File: src/rtl/smlt_pkg.sv
// Shared types, register indexes and byte helpers for the substring match line tracker.
// Used by smlt_cfg, smlt_cell and substring_match_line_tracker_top; depends on nothing.
package smlt_pkg;

    // Width of the reported position and line fields.
    localparam int OUT_W = 32;
    localparam logic [OUT_W-1:0] OUT_MAX = 32'hFFFF_FFFF;

    // Configuration port geometry.
    localparam int CFG_INDEX_W = 3;
    localparam int CFG_DATA_W  = 64;
    localparam int PAT_WORDS   = 4;
    localparam int CFG_LEN_W   = 6;

    // Register indexes.
    localparam logic [CFG_INDEX_W-1:0] CFG_PATTERN_WORD_0 = 3'd0;
    localparam logic [CFG_INDEX_W-1:0] CFG_PATTERN_WORD_1 = 3'd1;
    localparam logic [CFG_INDEX_W-1:0] CFG_PATTERN_WORD_2 = 3'd2;
    localparam logic [CFG_INDEX_W-1:0] CFG_PATTERN_WORD_3 = 3'd3;
    localparam logic [CFG_INDEX_W-1:0] CFG_PATTERN_LENGTH = 3'd4;
    localparam logic [CFG_INDEX_W-1:0] CFG_CASE_SENSITIVE = 3'd5;

    // Characters of interest.
    localparam logic [7:0] NEWLINE_BYTE = 8'h0A;
    localparam logic [7:0] UPPER_A      = 8'h41;
    localparam logic [7:0] UPPER_Z      = 8'h5A;
    localparam logic [7:0] CASE_OFFSET  = 8'h20;

    // One input transaction.
    typedef struct packed {
        logic [7:0] text_byte;
        logic       last;
    } t_in_item;

    // One result transaction.
    typedef struct packed {
        logic [OUT_W-1:0] match_position;
        logic [OUT_W-1:0] match_line;
    } t_out_item;

    // Per-cell settings derived from the pattern registers.
    typedef struct packed {
        logic [7:0] pat;    // pattern byte this cell compares against (folded if needed)
        logic       care;   // cell lies inside the active pattern length
        logic       start;  // cell holds the candidate start byte
    } t_cell_cfg;

    // Per-cell compare results.
    typedef struct packed {
        logic hit;
        logic newline;
    } t_cell_res;

    // Fold ASCII upper-case letters to lower case.
    function automatic logic [7:0] f_fold_byte(input logic [7:0] b);
        if (b >= UPPER_A && b <= UPPER_Z) begin
            return b + CASE_OFFSET;
        end
        return b;
    endfunction

endpackage

File: src/rtl/substring_match_line_tracker_top.sv
// Streaming substring search with line tracking over a chain of window cells.
// A match is shown on the output in the cycle after its last byte is accepted.
// Throughput: one text byte per cycle; all cells compare in the accept cycle.
// A result held in the output register stalls the input until it is taken, so with the
// result channel ready bytes follow back to back.
// Reset is synchronous and active low, and takes effect with no clearing pass.
// Depends on smlt_pkg, smlt_cfg and smlt_cell.
module substring_match_line_tracker_top #(
    parameter int MAX_PATTERN = 32,
    parameter int COUNT_BITS  = 32
) (
    input  logic                              i_clk,
    input  logic                              i_rst_n,
    input  logic                              i_in_valid,
    output logic                              o_in_ready,
    input  smlt_pkg::t_in_item                i_in_data,
    output logic                              o_out_valid,
    input  logic                              i_out_ready,
    output smlt_pkg::t_out_item               o_out_data,
    input  logic                              i_cfg_valid,
    output logic                              o_cfg_ready,
    input  logic [smlt_pkg::CFG_INDEX_W-1:0]  i_cfg_index,
    input  logic [smlt_pkg::CFG_DATA_W-1:0]   i_cfg_data
);
    import smlt_pkg::*;

    localparam int LEN_W  = $clog2(MAX_PATTERN + 1);
    localparam int SKIP_W = (MAX_PATTERN > 1) ? $clog2(MAX_PATTERN) : 1;
    localparam int EXT_W  = (COUNT_BITS > OUT_W) ? COUNT_BITS : OUT_W;
    localparam logic [COUNT_BITS-1:0] COUNT_MAX = {COUNT_BITS{1'b1}};

    logic [LEN_W-1:0]             w_len;
    logic                         w_fold;
    t_cell_cfg [MAX_PATTERN-1:0]  w_cell_cfg;
    t_cell_res [MAX_PATTERN-1:0]  w_cell_res;
    logic [7:0]                   w_chain [MAX_PATTERN+1];
    logic [MAX_PATTERN-1:0]       w_hits;
    logic [MAX_PATTERN-1:0]       w_nls;

    logic                         w_in_fire;
    logic                         w_due;
    logic                         w_hit;
    logic [LEN_W-1:0]             w_fill_inc;
    logic [COUNT_BITS-1:0]        w_line_upd;
    logic [COUNT_BITS-1:0]        w_pos;

    logic [LEN_W-1:0]             r_fill, n_fill;
    logic [COUNT_BITS-1:0]        r_byte_count, n_byte_count;
    logic [COUNT_BITS-1:0]        r_line, n_line;
    logic [SKIP_W-1:0]            r_skip, n_skip;
    logic                         r_out_valid, n_out_valid;
    t_out_item                    r_out_data, n_out_data;

    // Saturate a count to the output field width.
    function automatic logic [OUT_W-1:0] f_clamp(input logic [COUNT_BITS-1:0] v);
        logic [EXT_W-1:0] ext;
        ext = EXT_W'(v);
        if (ext > EXT_W'(OUT_MAX)) begin
            return OUT_MAX;
        end
        return ext[OUT_W-1:0];
    endfunction

    // Configuration registers; writes are always taken.
    assign o_cfg_ready = 1'b1;

    smlt_cfg #(
        .MAX_PATTERN (MAX_PATTERN),
        .LEN_W       (LEN_W)
    ) u_cfg (
        .i_clk       (i_clk),
        .i_rst_n     (i_rst_n),
        .i_cfg_write (i_cfg_valid),
        .i_cfg_index (i_cfg_index),
        .i_cfg_data  (i_cfg_data),
        .o_len       (w_len),
        .o_fold      (w_fold),
        .o_cell_cfg  (w_cell_cfg)
    );

    // Input handshake: a new byte enters unless a result is stuck in the output register.
    assign o_in_ready = !r_out_valid || i_out_ready;
    assign w_in_fire  = i_in_valid && o_in_ready;

    // Window chain, newest byte in cell 0.
    assign w_chain[0] = i_in_data.text_byte;

    for (genvar k = 0; k < MAX_PATTERN; k++) begin : g_cell
        smlt_cell u_cell (
            .i_clk   (i_clk),
            .i_shift (w_in_fire),
            .i_byte  (w_chain[k]),
            .i_fold  (w_fold),
            .i_cfg   (w_cell_cfg[k]),
            .o_byte  (w_chain[k+1]),
            .o_res   (w_cell_res[k])
        );
        assign w_hits[k] = w_cell_res[k].hit;
        assign w_nls[k]  = w_cell_res[k].newline;
    end

    // Start-position bookkeeping, line counting and result capture.
    always_comb begin
        w_fill_inc = (r_fill == LEN_W'(MAX_PATTERN)) ? r_fill : r_fill + LEN_W'(1);
        w_due      = (w_len != '0) && (w_fill_inc >= w_len);
        w_line_upd = (|w_nls && r_line != COUNT_MAX) ? r_line + COUNT_BITS'(1) : r_line;
        w_hit      = w_in_fire && w_due && (r_skip == '0) && (&w_hits);
        w_pos      = (r_byte_count == COUNT_MAX)
                   ? COUNT_MAX
                   : r_byte_count - (COUNT_BITS'(w_len) - COUNT_BITS'(1));

        n_fill       = r_fill;
        n_byte_count = r_byte_count;
        n_line       = r_line;
        n_skip       = r_skip;
        n_out_data   = r_out_data;
        n_out_valid  = (r_out_valid && !i_out_ready) || w_hit;

        if (w_in_fire) begin
            n_fill       = w_fill_inc;
            n_byte_count = (r_byte_count == COUNT_MAX) ? r_byte_count
                                                       : r_byte_count + COUNT_BITS'(1);
            if (w_due) begin
                if (r_skip != '0) begin
                    n_skip = r_skip - SKIP_W'(1);
                end else begin
                    n_line = w_line_upd;
                end
            end
            if (w_hit) begin
                n_skip                    = SKIP_W'(w_len - LEN_W'(1));
                n_out_data.match_position = f_clamp(w_pos);
                n_out_data.match_line     = f_clamp(w_line_upd);
            end
            if (i_in_data.last) begin
                n_fill       = '0;
                n_byte_count = '0;
                n_line       = COUNT_BITS'(1);
                n_skip       = '0;
            end
        end
    end

    // Tracking state and the output register.
    always_ff @(posedge i_clk) begin
        if (!i_rst_n) begin
            r_fill       <= '0;
            r_byte_count <= '0;
            r_line       <= COUNT_BITS'(1);
            r_skip       <= '0;
            r_out_valid  <= 1'b0;
        end else begin
            r_fill       <= n_fill;
            r_byte_count <= n_byte_count;
            r_line       <= n_line;
            r_skip       <= n_skip;
            r_out_valid  <= n_out_valid;
        end
        r_out_data <= n_out_data;
    end

    assign o_out_valid = r_out_valid;
    assign o_out_data  = r_out_data;

`ifndef SYNTHESIS
    // The last byte of a text leaves the tracking state as after reset.
    a_last_clears: assert property (@(posedge i_clk) disable iff (!i_rst_n)
        (w_in_fire && i_in_data.last) |=>
            (r_fill == '0 && r_skip == '0 && r_byte_count == '0 && r_line == COUNT_BITS'(1)))
        else $error("state not cleared after the last byte of a text");

    // A new result only ever follows an accepted byte.
    a_result_source: assert property (@(posedge i_clk) disable iff (!i_rst_n)
        $rose(o_out_valid) |-> $past(w_in_fire))
        else $error("result appeared without an accepted transaction");

    // After a match inside a text, the following overlapping starts are skipped.
    a_skip_loaded: assert property (@(posedge i_clk) disable iff (!i_rst_n)
        (w_hit && !i_in_data.last) |=> (r_skip == $past(SKIP_W'(w_len - LEN_W'(1)))))
        else $error("skip count not loaded after a match");

    // The line number never drops below one.
    a_line_nonzero: assert property (@(posedge i_clk) disable iff (!i_rst_n)
        r_line != '0)
        else $error("line count reached zero");
`endif

endmodule

File: src/rtl/smlt_cfg.sv
// Configuration registers and the per-cell alignment of the pattern to the byte window.
// Depends on smlt_pkg.
module smlt_cfg #(
    parameter int MAX_PATTERN = 32,
    parameter int LEN_W       = 6
) (
    input  logic                                   i_clk,
    input  logic                                   i_rst_n,
    input  logic                                   i_cfg_write,
    input  logic [smlt_pkg::CFG_INDEX_W-1:0]       i_cfg_index,
    input  logic [smlt_pkg::CFG_DATA_W-1:0]        i_cfg_data,
    output logic [LEN_W-1:0]                       o_len,
    output logic                                   o_fold,
    output smlt_pkg::t_cell_cfg [MAX_PATTERN-1:0]  o_cell_cfg
);
    import smlt_pkg::*;

    localparam int PAT_BITS = 8 * MAX_PATTERN;

    logic [CFG_DATA_W-1:0]             r_pat_word [PAT_WORDS];
    logic [CFG_DATA_W-1:0]             n_pat_word [PAT_WORDS];
    logic [CFG_LEN_W-1:0]              r_len, n_len;
    logic                              r_case, n_case;
    logic [LEN_W-1:0]                  r_len_c, n_len_c;
    t_cell_cfg [MAX_PATTERN-1:0]       r_cell_cfg, n_cell_cfg;

    logic [PAT_WORDS*CFG_DATA_W-1:0]   w_all_bytes;
    logic [PAT_BITS-1:0]               w_rev;
    logic [PAT_BITS-1:0]               w_aligned;
    logic [LEN_W-1:0]                  w_shift;
    logic [7:0]                        w_byte;

    // Register writes.
    always_comb begin
        n_pat_word = r_pat_word;
        n_len      = r_len;
        n_case     = r_case;
        if (i_cfg_write) begin
            case (i_cfg_index)
                CFG_PATTERN_WORD_0: n_pat_word[0] = i_cfg_data;
                CFG_PATTERN_WORD_1: n_pat_word[1] = i_cfg_data;
                CFG_PATTERN_WORD_2: n_pat_word[2] = i_cfg_data;
                CFG_PATTERN_WORD_3: n_pat_word[3] = i_cfg_data;
                CFG_PATTERN_LENGTH: n_len = i_cfg_data[CFG_LEN_W-1:0];
                CFG_CASE_SENSITIVE: n_case = i_cfg_data[0];
                default: ;
            endcase
        end
    end

    // Clamp the length and line the pattern up with the window, so that cell k
    // compares against pattern byte len-1-k. The pattern is reversed and then
    // shifted down by the unused bytes.
    always_comb begin
        n_len_c = (n_len > CFG_LEN_W'(MAX_PATTERN)) ? LEN_W'(MAX_PATTERN)
                                                    : n_len[LEN_W-1:0];
        w_all_bytes = {n_pat_word[3], n_pat_word[2], n_pat_word[1], n_pat_word[0]};
        w_byte = '0;
        for (int j = 0; j < MAX_PATTERN; j++) begin
            w_byte = w_all_bytes[8*j +: 8];
            w_rev[8*(MAX_PATTERN-1-j) +: 8] = n_case ? w_byte : f_fold_byte(w_byte);
        end
        w_shift   = LEN_W'(MAX_PATTERN) - n_len_c;
        w_aligned = w_rev >> {w_shift, 3'b000};
        for (int k = 0; k < MAX_PATTERN; k++) begin
            n_cell_cfg[k].pat   = w_aligned[8*k +: 8];
            n_cell_cfg[k].care  = LEN_W'(k) < n_len_c;
            n_cell_cfg[k].start = LEN_W'(k + 1) == n_len_c;
        end
    end

    // Configuration state and its derived per-cell view.
    always_ff @(posedge i_clk) begin
        if (!i_rst_n) begin
            for (int w = 0; w < PAT_WORDS; w++) begin
                r_pat_word[w] <= '0;
            end
            r_len      <= '0;
            r_case     <= 1'b1;
            r_len_c    <= '0;
            r_cell_cfg <= '0;
        end else begin
            r_pat_word <= n_pat_word;
            r_len      <= n_len;
            r_case     <= n_case;
            r_len_c    <= n_len_c;
            r_cell_cfg <= n_cell_cfg;
        end
    end

    assign o_len      = r_len_c;
    assign o_fold     = ~r_case;
    assign o_cell_cfg = r_cell_cfg;

endmodule

File: src/rtl/smlt_cell.sv
// One window cell: holds a text byte, passes it on, and compares the incoming byte.
// Depends on smlt_pkg.
module smlt_cell (
    input  logic                 i_clk,
    input  logic                 i_shift,
    input  logic [7:0]           i_byte,
    input  logic                 i_fold,
    input  smlt_pkg::t_cell_cfg  i_cfg,
    output logic [7:0]           o_byte,
    output smlt_pkg::t_cell_res  o_res
);
    import smlt_pkg::*;

    logic [7:0] r_byte;
    logic [7:0] w_text;

    // Compare the byte this cell is about to hold with its pattern byte.
    always_comb begin
        w_text        = i_fold ? f_fold_byte(i_byte) : i_byte;
        o_res.hit     = !i_cfg.care || (w_text == i_cfg.pat);
        o_res.newline = i_cfg.start && (i_byte == NEWLINE_BYTE);
    end

    // Window byte, shifted on every accepted transaction.
    always_ff @(posedge i_clk) begin
        if (i_shift) begin
            r_byte <= i_byte;
        end
    end

    assign o_byte = r_byte;

endmodule

File: config.mk
export PLATFORM = sky130hd
export DESIGN_NAME = substring_match_line_tracker_top
export DESIGN_NICKNAME = d
export VERILOG_FILES = /design/src/rtl/smlt_pkg.sv /design/src/rtl/substring_match_line_tracker_top.sv /design/src/rtl/smlt_cfg.sv /design/src/rtl/smlt_cell.sv
export SDC_FILE = /design/constraint.sdc
export NUM_CORES = 2
export LEC_CHECK = 0
export ABC_CLOCK_PERIOD_IN_PS = 5600
export BUFFER_PORTS_ARGS = -buffer_cell sky130_fd_sc_hd__buf_2
export CAP_MARGIN = 5
export CORE_UTILIZATION = 50
export DETAILED_ROUTE_END_ITERATION = 12
export GPL_TIMING_DRIVEN = 0
export PLACE_DENSITY = 0.63
export SYNTH_ARGS = -nofsm -noshare
export SYNTH_HDL_FRONTEND = slang
export SYNTH_SLANG_ARGS = --single-unit
File: constraint.sdc
create_clock -name i_clk -period 5.6 [get_ports i_clk]
set_input_delay 0.56 -clock i_clk [delete_from_list [all_inputs] [get_ports i_clk]]
set_output_delay 0.56 -clock i_clk [all_outputs]
set_load 0.1 [all_outputs]
==> impl_results.md <==
- Status: finished, violations left
- Failing checks: capacitance limit, slew limit, setup timing
- Setup Crit Path Kind: flop to flop
- DRC marker count from the first detailed-route iteration: roughly 9100
- Worst hold path class: input port to flop
- Seq pwr share: 0.418
- Remaining antenna violation count after routing: 0
- Synth Area per Inst: 9.161 um2
- Die area: ~0.11 mm2
- Num CTS Buffers: roughly 100
- Int Power: around 12 mW
- Final hold vios: 0
- Commonest non-fill, non-tap cell in the layout: nand2_1
- Logic pwr share: 0.196
- CP max stage cell: o32ai_1
- Fillers: about 9200
- Switching pwr: 6.136 mW
- Register area share after synthesis: 0.4221
- Fin crit share: 1.099
- Async S/R FF share, synth: 0
- Reg-to-reg endpoint: u_cfg.o_cell_cfg[58]
- Layout cells sized above 1: 0.1328
- Core Footprint: approximately 0.11 mm2
- Final WL: a little over 300000 um
- WL/cell: between 30 and 40 um
- CTS tree: done
- Critical path's largest stage delay: approximately 1.4 ns
- F_max: roughly 0.16 GHz
- Gr ovfl total: 0
- Worst reg2reg path startpoint: u_cfg.o_cell_cfg[311]
- Commonest cells after routing, fill and taps aside: 752 x nand2_1, 662 x dfxtp_1, 538 x nor2_1
- EDFF count, synth: about 310
- Area Growth Syn to Fin: 13.71%
- Pin count of the biggest net entering global routing: around 190
- FF+latch count, synth: 975
- Max-cap violations: 3
- Ys flop type: dfxtp_1
- Layout Skew: 0.05286 ns
- CP Max Fanout: 10
- Fin util: 0.5762
- Die Ht: 329.6 um
- CP Launch Type: flop
- Hold Crit Start: i_out_ready
- First-pass GRT wire length: between 400000 and 500000 um
- Critical path required time: about 6 ns
- Final net count: 6319
- Effective utilization at floorplan: 0.5068
- PortBufs: approximately 140
- Yosys warning count: 0
- Vias in the first global route: around 51000
- Endpoints failing setup: 105
- Maximum clock insertion buffer count: 3
- Hold Path End: o_out_valid
- Leakage Power: around 24 nW
- Drc violations: 0
- Via/cell ratio: roughly 7.0
- Post-Syn Area: between 0.05 and 0.06 mm2
- Crit end category: flop
- Initial antenna violation count: 34
- Worst vdd ir: 0.2420 mV
- Clock root buffer master: clkbuf_16
- CP Cell Sequence: inv_1 > nand2_1 > o21a_1 > buf_2 > clkinv_1 > buf_2 > buf_1 > o32ai_1 > o21ai_0 > o21ai_0 > a22o_1 > a21o_1
- Synth unique cells: 103
- Clk_lat worst skew: 0.78 ns
- Post-layout min period: about 6.2 ns
- Worst Tran Pin Value: 1.521 ns
- Setup ws final: -0.5556 ns
- Critical path arrival: between 6 and 7 ns
- Post-Syn Instances: approximately 6000
- # IOs: ~150
- Pwr/cell area: between 300 and 400 mW/mm2
- Hold-critical path depth: 3
- GR Util All Layers: 0.5505
- Final Max Tran Viols: 19
- Placer Congestion: 1.151
- Max_slew headroom: -0.04290
- CTS H-Tree Depth: 3
- Worst reg2reg path depth: 12
- R2R setup slack: -0.56 ns
- RSZ-0062 raised after global routing: true
- Routed vias: about 54000
- Rows: ~120
- Clock slew seen by the registers of the worst setup and hold paths: around 0.070 ns
- Power Total: 18.62 mW
- Switching part of the total: 0.3296
- Die X-Extent: ~330 um
- TritonRoute pass-1 iters: 9
- Clock share of power: 0.386
- Synth Net Count: between 6000 and 7000
- DPL Wire Length: approximately 240000 um
- Sink Count: between 900 and 1000
[Yosys cell counts (95+ instances only)]
master | n | area share
nand2_1 | 760 | 0.053
dfxtp_1 | 663 | 0.25
nor2_1 | 540 | 0.038
mux2i_1 | 421 | 0.079
edfxtp_1 | 312 | 0.17
xnor2_1 | 248 | 0.040
nor2b_1 | 236 | 0.028
o21ai_0 | 213 | 0.020
a21oi_1 | 188 | 0.018
clkbuf_1 | 178 | 0.012
nand3_1 | 147 | 0.014
a31oi_1 | 143 | 0.017
and3_1 | 126 | 0.015
nor3_1 | 125 | 0.012
xor2_1 | 123 | 0.020
and2_1 | 116 | 0.014
ha_1 | 111 | 0.026
inv_1 | 111 | 0.0078
a211oi_1 | 102 | 0.014
mux2_2 | 95 | 0.020
[timing repair]
action,in CTS,in global routing
setup buffers,7,4
resized for setup,235,83
setup endpoints to repair,326,95
hold buffers,0,0
pin swaps,10,6
[metrics by stage]
step	hold WS, ns	setup slack, ns	TNS [ns]	area, um2	std cells
floorplan	0.4684	0.3678	0	53650	5856
global placement	0.4904	-4.723	-1077.73	56110	7391
detailed placement	0.5053	-4.344	-907.85	56250	7399
CTS	0.1635	0.004277	0	60520	7595
global route	0.1580	-0.02104	-0.04326	60970	7613
finish	0.1560	-0.5556	-14.12	61000	7623
[layer usage]
metal | GRT usage | routed length (um)
met1 | 0.6271 | 104400
met2 | 0.7877 | 123000
met3 | 0.2043 | 39710
met4 | 0.5328 | 36860
met5 | 0 | 95
[final cells by class]
cell class              count  area [um2]  share of cell area
inverters                 115       450.4            0.007384
flip-flops and latches    975       22640              0.3712
diodes                     18       45.04           0.0007384
multi-input cells        4452       29990              0.4917
clock buffers             147        3009             0.04933
repair buffers            169       988.4             0.01620
clock inverters            44       470.5            0.007712
well taps                1391        1740             0.02853
plain buffers             312        1662             0.02724
[how the worst max path moves through the flow]
| stage | startpoint | endpoint | cells after the start |
|---|---|---|---|
| 5_1_grt | i_cfg_valid | u_cfg.o_cell_cfg[3] | 20 |
| 4_1_cts | u_cfg.r_case | r_skip[4] | 19 |
| 6_report | u_cfg.o_cell_cfg[311] | u_cfg.o_cell_cfg[58] | 12 |
| 3_5_place_dp | i_cfg_index[0] | u_cfg.o_cell_cfg[69] | 19 |
| 2_1_floorplan | o_out_valid | r_skip[4] | 14 |
| 3_3_place_gp | i_cfg_index[0] | u_cfg.o_cell_cfg[69] | 18 |
[power groups by stage]
stage	combinational, mW	clock (mW)	sequential, mW
global placement	3.17	0	7.91
global route	3.59	7.39	7.79
finish	3.65	7.19	7.78
CTS	3.32	7.08	7.76
floorplan	1.68	0	7.86
detailed placement	3.21	0	7.91
[state kept, by name (all words and copies together) (netlist names)]
signal	count
u_cfg.o_cell_cfg	320
g_cell.u_cell.o_byte	248
o_out_data	64
u_cfg.o_len	5
r_byte_count	32
r_skip	5
u_cfg.r_case	1
r_line	32
r_fill	6
o_out_valid	1
u_cfg.r_len	5
u_cfg.r_pat_word	256
[cell families (layout without fill, tap and decap cells)]
family / after synthesis / after routing / share of synthesized area
simple gates: 2312 / 2312 / 0.2069
compound gates: 1102 / 1102 / 0.1371
flops: 975 / 975 / 0.4221
mux: 554 / 554 / 0.1119
buf+inv: 429 / 787 / 0.03517
xor+xnor: 371 / 371 / 0.06057
fa+ha+maj: 112 / 112 / 0.02626
other cells: 1 / 19 / 0.00006990
[critical path, delay by kind of cell, from the launching register on]
family	cells	cell delay (ns)
AO/OA/AOI/OAI	6	3.15
buffers and inverters	5	2.25
flip-flops	1	0.45
AND/OR/NAND/NOR	1	0.10
Power figures use the tool's default switching activity.
